## src/rtl/v3alu_pkg.sv

```systemverilog
`timescale 1ns / 1ps
// Shared types, constants and saturation helper for the 3D vector ALU.
package v3alu_pkg;

	localparam int FRAC_BITS = 16;
	localparam int DATA_W    = 32;
	localparam int PROD_W    = 2 * DATA_W;
	localparam int WIDE_W    = PROD_W + 2;
	localparam int ROOT_W    = PROD_W / 2;
	localparam int IN_DATA_W  = 7 * DATA_W;
	localparam int OUT_DATA_W = 4 * DATA_W;

	typedef enum logic [2:0] {
		ACT_ADD   = 3'd0,
		ACT_SUB   = 3'd1,
		ACT_DOT   = 3'd2,
		ACT_CROSS = 3'd3,
		ACT_SCALE = 3'd4,
		ACT_EQ    = 3'd5,
		ACT_LEN   = 3'd6
	} act_t;

	typedef struct packed {
		logic signed [WIDE_W-1:0] val;
		logic                     eq;
	} lane_res_t;

	typedef struct packed {
		logic [DATA_W-1:0] rx;
		logic [DATA_W-1:0] ry;
		logic [DATA_W-1:0] rz;
		logic [DATA_W-1:0] sc;
		logic              eq;
		logic              ov;
		logic              is_len;
	} payload_t;

	typedef struct packed {
		logic [DATA_W-1:0] v;
		logic              ov;
	} sat_t;

	function automatic sat_t sat32(input logic signed [WIDE_W-1:0] x);
		sat_t r;
		if (x[WIDE_W-1:DATA_W-1] == {(WIDE_W-DATA_W+1){x[WIDE_W-1]}}) begin
			r.v  = x[DATA_W-1:0];
			r.ov = 1'b0;
		end else begin
			r.v  = x[WIDE_W-1] ? {1'b1, {(DATA_W-1){1'b0}}} : {1'b0, {(DATA_W-1){1'b1}}};
			r.ov = 1'b1;
		end
		return r;
	endfunction

endpackage

```

## src/rtl/v3alu_merge.sv

```systemverilog
`timescale 1ns / 1ps
// Merge stage: combine lane results, rescale and saturate.
module v3alu_merge (
	input  logic                              clk,
	input  logic                              en,
	input  v3alu_pkg::act_t                   act,
	input  v3alu_pkg::lane_res_t              lx,
	input  v3alu_pkg::lane_res_t              ly,
	input  v3alu_pkg::lane_res_t              lz,
	output v3alu_pkg::payload_t               pay_s3,
	output logic [v3alu_pkg::PROD_W-1:0]      rad_s3
);
	import v3alu_pkg::*;

	logic signed [WIDE_W-1:0] dot_sum;
	sat_t     sx, sy, sz, sd;
	payload_t pay;
	logic [PROD_W-1:0] rad;

	assign dot_sum = lx.val + ly.val + lz.val;

	always_comb begin
		sx  = sat32(lx.val);
		sy  = sat32(ly.val);
		sz  = sat32(lz.val);
		sd  = sat32(dot_sum >>> FRAC_BITS);
		pay = '0;
		rad = '0;
		case (act)
			ACT_ADD, ACT_SUB: begin
				pay.rx = sx.v;
				pay.ry = sy.v;
				pay.rz = sz.v;
				pay.ov = sx.ov | sy.ov | sz.ov;
			end
			ACT_CROSS, ACT_SCALE: begin
				sx = sat32(lx.val >>> FRAC_BITS);
				sy = sat32(ly.val >>> FRAC_BITS);
				sz = sat32(lz.val >>> FRAC_BITS);
				pay.rx = sx.v;
				pay.ry = sy.v;
				pay.rz = sz.v;
				pay.ov = sx.ov | sy.ov | sz.ov;
			end
			ACT_DOT: begin
				pay.sc = sd.v;
				pay.ov = sd.ov;
			end
			ACT_EQ:  pay.eq = lx.eq & ly.eq & lz.eq;
			ACT_LEN: begin
				// sum of squares wraps modulo 2^64
				rad        = lx.val[PROD_W-1:0] + ly.val[PROD_W-1:0] + lz.val[PROD_W-1:0];
				pay.is_len = 1'b1;
			end
			default: pay = '0;
		endcase
	end

	always_ff @(posedge clk) begin
		if (en) begin
			pay_s3 <= pay;
			rad_s3 <= rad;
		end
	end

endmodule

```

## config.mk

```make
export PLATFORM = sky130hd
export DESIGN_NAME = v3alu_merge
export DESIGN_NICKNAME = d
export VERILOG_FILES = /design/src/rtl/v3alu_pkg.sv /design/src/rtl/v3alu_merge.sv
export SDC_FILE = /design/constraint.sdc
export NUM_CORES = 1
export LEC_CHECK = 0
export BUFFER_PORTS_ARGS = -buffer_cell sky130_fd_sc_hd__buf_4
export CORE_UTILIZATION = 59
export CTS_CLUSTER_DIAMETER = 40
export DETAILED_ROUTE_END_ITERATION = 8
export GPL_TIMING_DRIVEN = 0
export PLACE_DENSITY = 0.84
export REMOVE_ABC_BUFFERS = 1
export SLEW_MARGIN = 20
export SYNTH_ARGS = -nofsm -noshare
export SYNTH_HDL_FRONTEND = slang
export SYNTH_SLANG_ARGS = --single-unit
```

## constraint.sdc

```tcl
create_clock -name clk -period 9.56 [get_ports clk]
set_input_delay 0.956 -clock clk [delete_from_list [all_inputs] [get_ports clk]]
set_output_delay 0.956 -clock clk [all_outputs]
set_load 0.02 [all_outputs]
```

==> impl_metrics.tcl <==
set metrics [dict create \
    drc 20 \
    design_area_um2 19100 \
    ios 401 \
    wl_um 59700 \
    leakagePower_nw 7.40 \
    synth_seq_cells 195 \
    period_share 0.626 \
    min_period_ns 5.98 \
    comb_power_share 0.454 \
    die_h_um 162 \
    antenna_cells 0 \
    ir_drop_v 0.000133 \
    synth_top_area_share 0.387 \
    synthTopCellsByArea "edfxtp_1 39%, fa_1 8.7%, nand2_1 6.0%" \
    antenna_found_initial 2 \
    clock_sinks 195 \
    nNetsFinal 2265 \
    h-tree-depth 4 \
    ys_types 87 \
    finalHoldViolCount 0 \
    pre_cts_slack_ns 3.27 \
    clockBufferDepth 2 \
    dr.pass1.iters 9 \
    drv_slew 0 \
    clk_pin_slew_ns 0.08 \
    cp.arrival_ns 6.24 \
    vias_per_cell 6.86 \
    setup_violations 0 \
    first_iter_violations 2781 \
    grt_pass1_vias 15000 \
    ys_async_sr_fraction 0 \
    initial_core_util 0.601 \
    track_usage 0.449 \
    dpl_cell_area_um2 18500 \
    num_rows 58 \
    power.total_mw 3.37 \
    grt_max_degree 114 \
    core_region_area_um2 25200 \
    mostFrequentLayoutCell "buf_4" \
    worstSetupEndpointType "flip-flop" \
    power.switching_mw 1.41 \
    violations "DRC" \
    synth_ff_type "edfxtp_1" \
    ys_warn_count 0 \
    cts_tree "built" \
    place_hpwl_um 47300 \
    internal-power_mw 1.96 \
    cts_setup_buffers 0 \
    dieArea_um2 26300 \
    final-seq-area_um2 5860 \
    area_growth_pct 26.0 \
    seq_power_share 0.318 \
    worstPathMaxFanout 18 \
    status "finished, violations left" \
    gp_congestion 1.02 \
    tightest_slew_ns 1.03 \
    cts_inserted_buffers 17 \
    die_x_um 162 \
    grt.overflow.total 0 \
    clockPowerShare 0.228 \
    most-common-layout-cells "399 x buf_4, 242 x nand2_1, 195 x edfxtp_1" \
    critPathKind "input pin to flip-flop" \
    startpoint_type "input pin" \
    cts_resized 0 \
    rsz0062_at_grt "no" \
    cts_root_buf "clkbuf_16" \
    max_cap_violations 0 \
    yosysSeqAreaShare 0.387 \
    fmax_mhz 167 \
    cts-hold-fix-buffers 0 \
    synth_area_um2 15100 \
    setup-tns-final_ns 0 \
    layout-drive-gt1-share 0.257 \
    slew_headroom 0.309 \
    grt_pass1_wl_um 87900 \
    synthCells 1596 \
    synth_top_area_cell "edfxtp_1" \
    multiInputGateArea_um2 8760 \
    post_drt_wl_per_cell_um 26.3 \
    worstPathRequired_ns 9.82 \
    syn_avg_cell_area_um2 9.48 \
    sw_frac_of_total 0.418 \
    timing.final.ws_setup_ns 3.58 \
    detail-route-antenna-nets 0 \
    synth_edf_count 195 \
    power.density_nw_per_um2 177 \
    portBuffers 400 \
    num_vias 15600 \
    min_path_type "input pin to flip-flop" \
    nFillCells 1678 \
]
-- layer usage --
layer / part of all wire / global-route usage
met5: 0.00027 / 0
met4: 0.063 / 0.250
met3: 0.13 / 0.105
met2: 0.47 / 0.734
met1: 0.34 / 0.548
-- cell families after synthesis --
family | Yosys count | synth area share
mux | 36 | 0.0240
xor+xnor | 58 | 0.0336
buf+inv | 117 | 0.0422
compound gates | 386 | 0.158
simple gates | 674 | 0.215
flops | 195 | 0.387
fa+ha+maj | 130 | 0.140
-- critical path: stages --
cell and delay [ns]:
buf_4 0.13, fa_1 0.49, ha_1 0.46, a21oi_1 0.37, o21ai_1 0.21, o311ai_1 0.34, a21oi_1 0.17, or4b_2 0.72
a21oi_1 0.35, xnor2_1 0.24, nand4_1 0.14, or4b_2 0.70, a22oi_4 0.31, buf_16 0.21, buf_16 0.19, mux2i_1 0.22
-- cell type report --
cell class | instances | area share
clock inverters | 15 | 0.00958
flip-flops and latches | 195 | 0.307
inverters | 18 | 0.00354
clock buffers | 17 | 0.0223
repair buffers | 413 | 0.176
well taps | 330 | 0.0217
multi-input cells | 1284 | 0.460
-- flip-flops by register name, summed over array words and instances (netlist names) --
signal  cells
rad_s3     64
pay_s3    131
-- through the flow --
stage	util	instances	hold slack, ns
after global placement	0.714	2227	1.27
after CTS	0.757	2272	0.827
after detailed placement	0.733	2240	1.28
final	0.757	2272	0.825
after global routing	0.757	2272	0.829
after floorplan	-	1497	1.07
-- power by group through the flow --
stage	Combinational (mW)	Clock (mW)	Sequential (mW)
2_1_floorplan	0.750	0	1.20
3_3_place_gp	1.44	0	1.09
3_5_place_dp	1.47	0	1.09
4_1_cts	1.48	0.752	1.07
5_1_grt	1.60	0.787	1.08
6_report	1.53	0.770	1.07
-- cells in the mapped netlist (10+ instances only) --
library cell  number
a21o_1            10
fa_1              66
o21ai_1           21
nor4_1            38
o211ai_1          10
clkbuf_1          55
inv_1             18
o21ai_0          138
o21a_1            17
and2_1            42
a21oi_1          100
nand3_1          118
mux2i_1           34
xor2_1            22
nand2_1          243
nor3_1            27
nand4_1           56
ha_1              64
edfxtp_1         195
o21bai_1          11
nor2_1           106
buf_2             21
xnor2_1           36
-- worst paths after layout --
check	startpoint	cells past startpoint	to	slack (ns)
max	lx[34]	16	pay_s3[20]	3.58
min	lz[24]	3	pay_s3[42]	0.82
Note: power is estimated with default switching activity, not from simulation.
