<file path="config.mk">
export PLATFORM = sky130hd
export DESIGN_NAME = v3alu_sqrt
export DESIGN_NICKNAME = d
export VERILOG_FILES = /design/src/rtl/v3alu_pkg.sv /design/src/rtl/v3alu_sqrt.sv
export SDC_FILE = /design/constraint.sdc
export NUM_CORES = 2
export LEC_CHECK = 0
export BUFFER_PORTS_ARGS = -buffer_cell sky130_fd_sc_hd__buf_2
export CAP_MARGIN = 10
export CORE_ASPECT_RATIO = 1.4
export CORE_MARGIN = 4
export CORE_UTILIZATION = 50
export CTS_BUF_LIST = sky130_fd_sc_hd__clkbuf_4 sky130_fd_sc_hd__clkbuf_8
export DETAILED_ROUTE_END_ITERATION = 10
export PLACE_DENSITY = 0.71
export SLEW_MARGIN = 20
export SYNTH_ARGS = -nofsm -noshare
export SYNTH_HDL_FRONTEND = slang
export SYNTH_SLANG_ARGS = --single-unit
</file>
<file path="constraint.sdc">
create_clock -name clk -period 7.7 [get_ports clk]
set_input_delay 0.77 -clock clk [delete_from_list [all_inputs] [get_ports clk]]
set_output_delay 0.77 -clock clk [all_outputs]
set_load 0.02 [all_outputs]
</file>
<file path="src/rtl/v3alu_pkg.sv">
`timescale 1ns / 1ps
// Shared types, constants and saturation helper for the 3D vector ALU.
package v3alu_pkg;

	localparam int FRAC_BITS = 16;
	localparam int DATA_W    = 32;
	localparam int PROD_W    = 2 * DATA_W;
	localparam int WIDE_W    = PROD_W + 2;
	localparam int ROOT_W    = PROD_W / 2;
	localparam int IN_DATA_W  = 7 * DATA_W;
	localparam int OUT_DATA_W = 4 * DATA_W;

	typedef enum logic [2:0] {
		ACT_ADD   = 3'd0,
		ACT_SUB   = 3'd1,
		ACT_DOT   = 3'd2,
		ACT_CROSS = 3'd3,
		ACT_SCALE = 3'd4,
		ACT_EQ    = 3'd5,
		ACT_LEN   = 3'd6
	} act_t;

	typedef struct packed {
		logic signed [WIDE_W-1:0] val;
		logic                     eq;
	} lane_res_t;

	typedef struct packed {
		logic [DATA_W-1:0] rx;
		logic [DATA_W-1:0] ry;
		logic [DATA_W-1:0] rz;
		logic [DATA_W-1:0] sc;
		logic              eq;
		logic              ov;
		logic              is_len;
	} payload_t;

	typedef struct packed {
		logic [DATA_W-1:0] v;
		logic              ov;
	} sat_t;

	function automatic sat_t sat32(input logic signed [WIDE_W-1:0] x);
		sat_t r;
		if (x[WIDE_W-1:DATA_W-1] == {(WIDE_W-DATA_W+1){x[WIDE_W-1]}}) begin
			r.v  = x[DATA_W-1:0];
			r.ov = 1'b0;
		end else begin
			r.v  = x[WIDE_W-1] ? {1'b1, {(DATA_W-1){1'b0}}} : {1'b0, {(DATA_W-1){1'b1}}};
			r.ov = 1'b1;
		end
		return r;
	endfunction

endpackage

</file>
<file path="src/rtl/v3alu_sqrt.sv">
`timescale 1ns / 1ps
// Pipelined floor square root, one result bit per stage.
module v3alu_sqrt (
	input  logic                             clk,
	input  logic                             en,
	input  logic [v3alu_pkg::PROD_W-1:0]     rad,
	output logic [v3alu_pkg::ROOT_W-1:0]     root
);
	import v3alu_pkg::*;

	logic [PROD_W-1:0] rem_q [1:ROOT_W];
	logic [PROD_W-1:0] res_q [1:ROOT_W];

	for (genvar k = 0; k < ROOT_W; k++) begin : g_stage
		localparam logic [PROD_W-1:0] BIT = PROD_W'(1) << (PROD_W - 2 - 2 * k);
		logic [PROD_W-1:0] rem_in, res_in, trial;
		if (k == 0) begin : g_first
			assign rem_in = rad;
			assign res_in = '0;
		end else begin : g_next
			assign rem_in = rem_q[k];
			assign res_in = res_q[k];
		end
		assign trial = res_in + BIT;
		always_ff @(posedge clk) begin
			if (en) begin
				if (rem_in >= trial) begin
					rem_q[k+1] <= rem_in - trial;
					res_q[k+1] <= (res_in >> 1) + BIT;
				end else begin
					rem_q[k+1] <= rem_in;
					res_q[k+1] <= res_in >> 1;
				end
			end
		end
	end

	assign root = res_q[ROOT_W][ROOT_W-1:0];

endmodule
</file>
==> impl_metrics.toml <==
[timing]
final.period_utilization_pct = 65.5
setup_viol = 0
fin_tns_setup_ps = 0
hold_slack_ps = 88.3
fin_crit_ps = 5040
tightest_slew_ps = 1280
setup_slack_ps = 2660
grt_setup_unrepaired = "false"
fmax_ghz = 0.198
final_max_slew_viol_count = 0
slew_headroom_pct = 13.6
hold_viol_final = 0
finClkSkew_ps = 130

[detailed_routing]
drt-total-wl_microns = 320000
wire_per_inst_microns = 23.3
postRouteAntennaNets = 0
via_per_inst = 5.80
drt_iter0_markers = 5596
vias = 79887
drc_errors = 0
dr.pass1.iters = 6

[power_and_ir_drop]
power.density_mw_per_mm2 = 284
seqPwrFrac_pct = 48.9
cell_internal_pwr_w = 0.0265
power_switching_share_pct = 30.6
switchingPower_w = 0.0117
max-vdd-ir-drop_mv = 0.225
p_clk_share_pct = 29.0
pwr-share-comb_pct = 22.1
leakagePower_nw = 50.3

[min_path]
min-delay-start = "rad[62]"
hp-class = "primary input to flip-flop"
min_path_cells = 2
min_to = "rem_q[0][126]"

[worst_setup_path]
crit_path_end_kind = "flip-flop"
path_max_fanout = 50
r2r_end = "rem_q[0][1978]"
start_kind = "flip-flop"
timing.rr.start = "rem_q[0][1890]"
rrSetupSlack_ps = 2660
cpMaxStageDelayCell = "nor4bb_1"
critical_path_class = "flip-flop to flip-flop"
slowest_delay_ps = 850
r2r_cells = 12
path_cells = "ha_1 -> nand2b_1 -> or2_2 -> nor4b_1 -> nand4_1 -> nor4_1 -> nor3_1 -> o311a_1 -> buf_4 -> nor4bb_1 -> nand3_1 -> xnor2_1"
worstPathArrival_ps = 5710
cp.required_ps = 8370

[clock_tree]
cts.sinks = 2512
tritoncts = "done"
numCtsBuffers = 382
path_clk_slew_ps = 60
clockBufferDepth = 4
cts-root-buf = "clkbuf_8"
clock_latency_ps = 1020
cts_max_level = 5
cts_resized = 0

[layout]
post-route-util_pct = 55.8
drive_gt1_share_pct = 8.98
stdcell_area_sq_mm = 0.134
areaGrowthSynthToFinish_pct = 10.7
final_nets = 10862

[synth]
synth-seq-cells = 2512
synth_compound_area_share_pct = 9.56
synth_top_area_share_pct = 62.1
synth-edff-count = 2512
syn_area_sq_mm = 0.121
yosysMostFrequentCell = "edfxtp_1"
yosysSeqAreaShare_pct = 62.1
yosysWarnings = 0
synthXorXnorAreaFrac_pct = 6.30
synth_top_family_by_area = "simple AND/OR/NAND/NOR gates"
async_reset_ff_share_pct = 0
syn-num-nets = 10447
synth-adder-area-share_pct = 5.75
muxShareOfSynthArea_pct = 0.520
syn_inst = 9823
yosysUniqueCellTypes = 96
synthTopCellsByCount = "edfxtp_1 (2512), nand2_1 (784), inv_1 (701), o21ai_0 (583), nor2_1 (568)"
yosys.area_share.simple_pct = 12.8
synthTopCellsByArea = "edfxtp_1 (62%), ha_1 (5.8%), xor2_1 (3.2%)"
yosys.area.top_type = "edfxtp_1"
syn_avg_cell_area_sq_um = 12.4
synth_flop_cell = "edfxtp_1"

[run_status]
status = "completed"

[placed_design]
place_area_sq_mm = 0.126
dp.final_hpwl_microns = 243000
dp_slack_ps = 2670
portBuffers = 97
gp_congestion = 1.03

[floorplanning]
die_w_microns = 424
die-area_sq_mm = 0.251
num_rows = 213
io_pins = 98
die_y_microns = 591
initial_core_util_pct = 50.4
coreArea_sq_mm = 0.241

[global_route]
grt_max_degree = 176
grt_pass1_wl_microns = 482000
track_usage_pct = 25.2
first_global_vias = 83574
overflow = 0
antenna_found_initial = 3

[job]
maxCapViolations = 0
[critical path, delay by kind of cell (launching register included)]
kind            cells  cell delay, ps
buf+inv             1             280
fa+ha+maj           1             410
xor+xnor            1             170
compound gates      1             180
simple gates        8            3340
flops               1             400
[cell families (layout without fill, tap and decap cells)]
group / Yosys count / count (layout)
adder cells (fa/ha/maj): 558 / 558
AND/OR/NAND/NOR: 3021 / 3021
AO/OA/AOI/OAI: 1880 / 1880
other: 0 / 4
multiplexers: 57 / 57
flip-flops: 2512 / 2512
XOR/XNOR: 873 / 873
buffers and inverters: 922 / 1636
[layer usage]
layer	share of wire, %	track usage [%]	vias to the layer above
li1	-	-	37548
met1	30	21.4	38729
met2	57	51.3	2514
met3	4.1	3.51	1096
met4	8.8	19.0	0
met5	0	0	-
[placed cells by master, fill, tap and decap left out, types with 31 or more instances in the layout]
cell	n
a211oi_1	34
a21o_1	266
a21oi_1	505
a31oi_1	40
and2_1	32
and3_1	50
buf_2	96
buf_4	80
clkbuf_4	110
clkbuf_8	390
clkinv_1	100
clkinv_2	49
dlygate4sd3_1	62
edfxtp_1	2512
ha_1	558
inv_1	701
mux2_2	48
nand2_1	784
nand2b_1	122
nand3_1	158
nand3b_1	31
nand4_1	146
nor2_1	567
nor2b_1	80
nor3_1	258
nor4_1	339
nor4b_1	57
o211ai_1	36
o21a_1	99
o21ai_0	581
o21bai_1	60
o31ai_1	47
or2_2	39
or3_1	138
or4_1	86
xnor2_1	428
xor2_1	445
[what timing repair did]
item,CTS,global route
hold endpoints to repair,62,0
buffers inserted,0,0
hold buffers,62,0
[flip-flops by register name (all words and copies together), names as in the netlist]
signal	count
res_q	528
rem_q	1984
[through the flow]
stage / cells / power (W)
2_1_floorplan: 9823 / 0.0244
3_5_place_dp: 13017 / 0.0272
3_3_place_gp: 13012 / 0.0270
4_1_cts: 13762 / 0.0383
6_report: 13766 / 0.0381
5_1_grt: 13764 / 0.0400
[power by group through the flow]
stage	clock (W)	sequential, W	combinational [W]
3_5_place_dp	0	0.0189	0.00830
2_1_floorplan	0	0.0183	0.00607
3_3_place_gp	0	0.0188	0.00815
6_report	0.0111	0.0186	0.00844
5_1_grt	0.0120	0.0188	0.00926
4_1_cts	0.0113	0.0186	0.00836
[final cells by class]
cell class | instances | area [sq um]
fillers | 19557 | 107000
flip-flops and latches | 2512 | 75400
multi-input cells | 6389 | 42700
clock buffers | 500 | 6190
well taps | 3225 | 4040
inverters | 703 | 2640
repair buffers | 250 | 1940
clock inverters | 183 | 1340
diodes | 4 | 10.0
[how the worst max path moves through the flow]
| stage | start | slack [ps] | cells after the start | endpoint |
|---|---|---|---|---|
| floorplan | en | 2800 | 5 | rem_q[0][1984] |
| global placement | rem_q[0][1806] | 2410 | 11 | rem_q[0][1905] |
| global route | rem_q[0][1890] | 2420 | 12 | rem_q[0][1978] |
| CTS | rem_q[0][1890] | 2670 | 12 | rem_q[0][1978] |
| detailed placement | rem_q[0][1890] | 2670 | 12 | rem_q[0][1978] |
| finish | rem_q[0][1890] | 2660 | 12 | rem_q[0][1978] |
(Power assumes the default switching activity.)
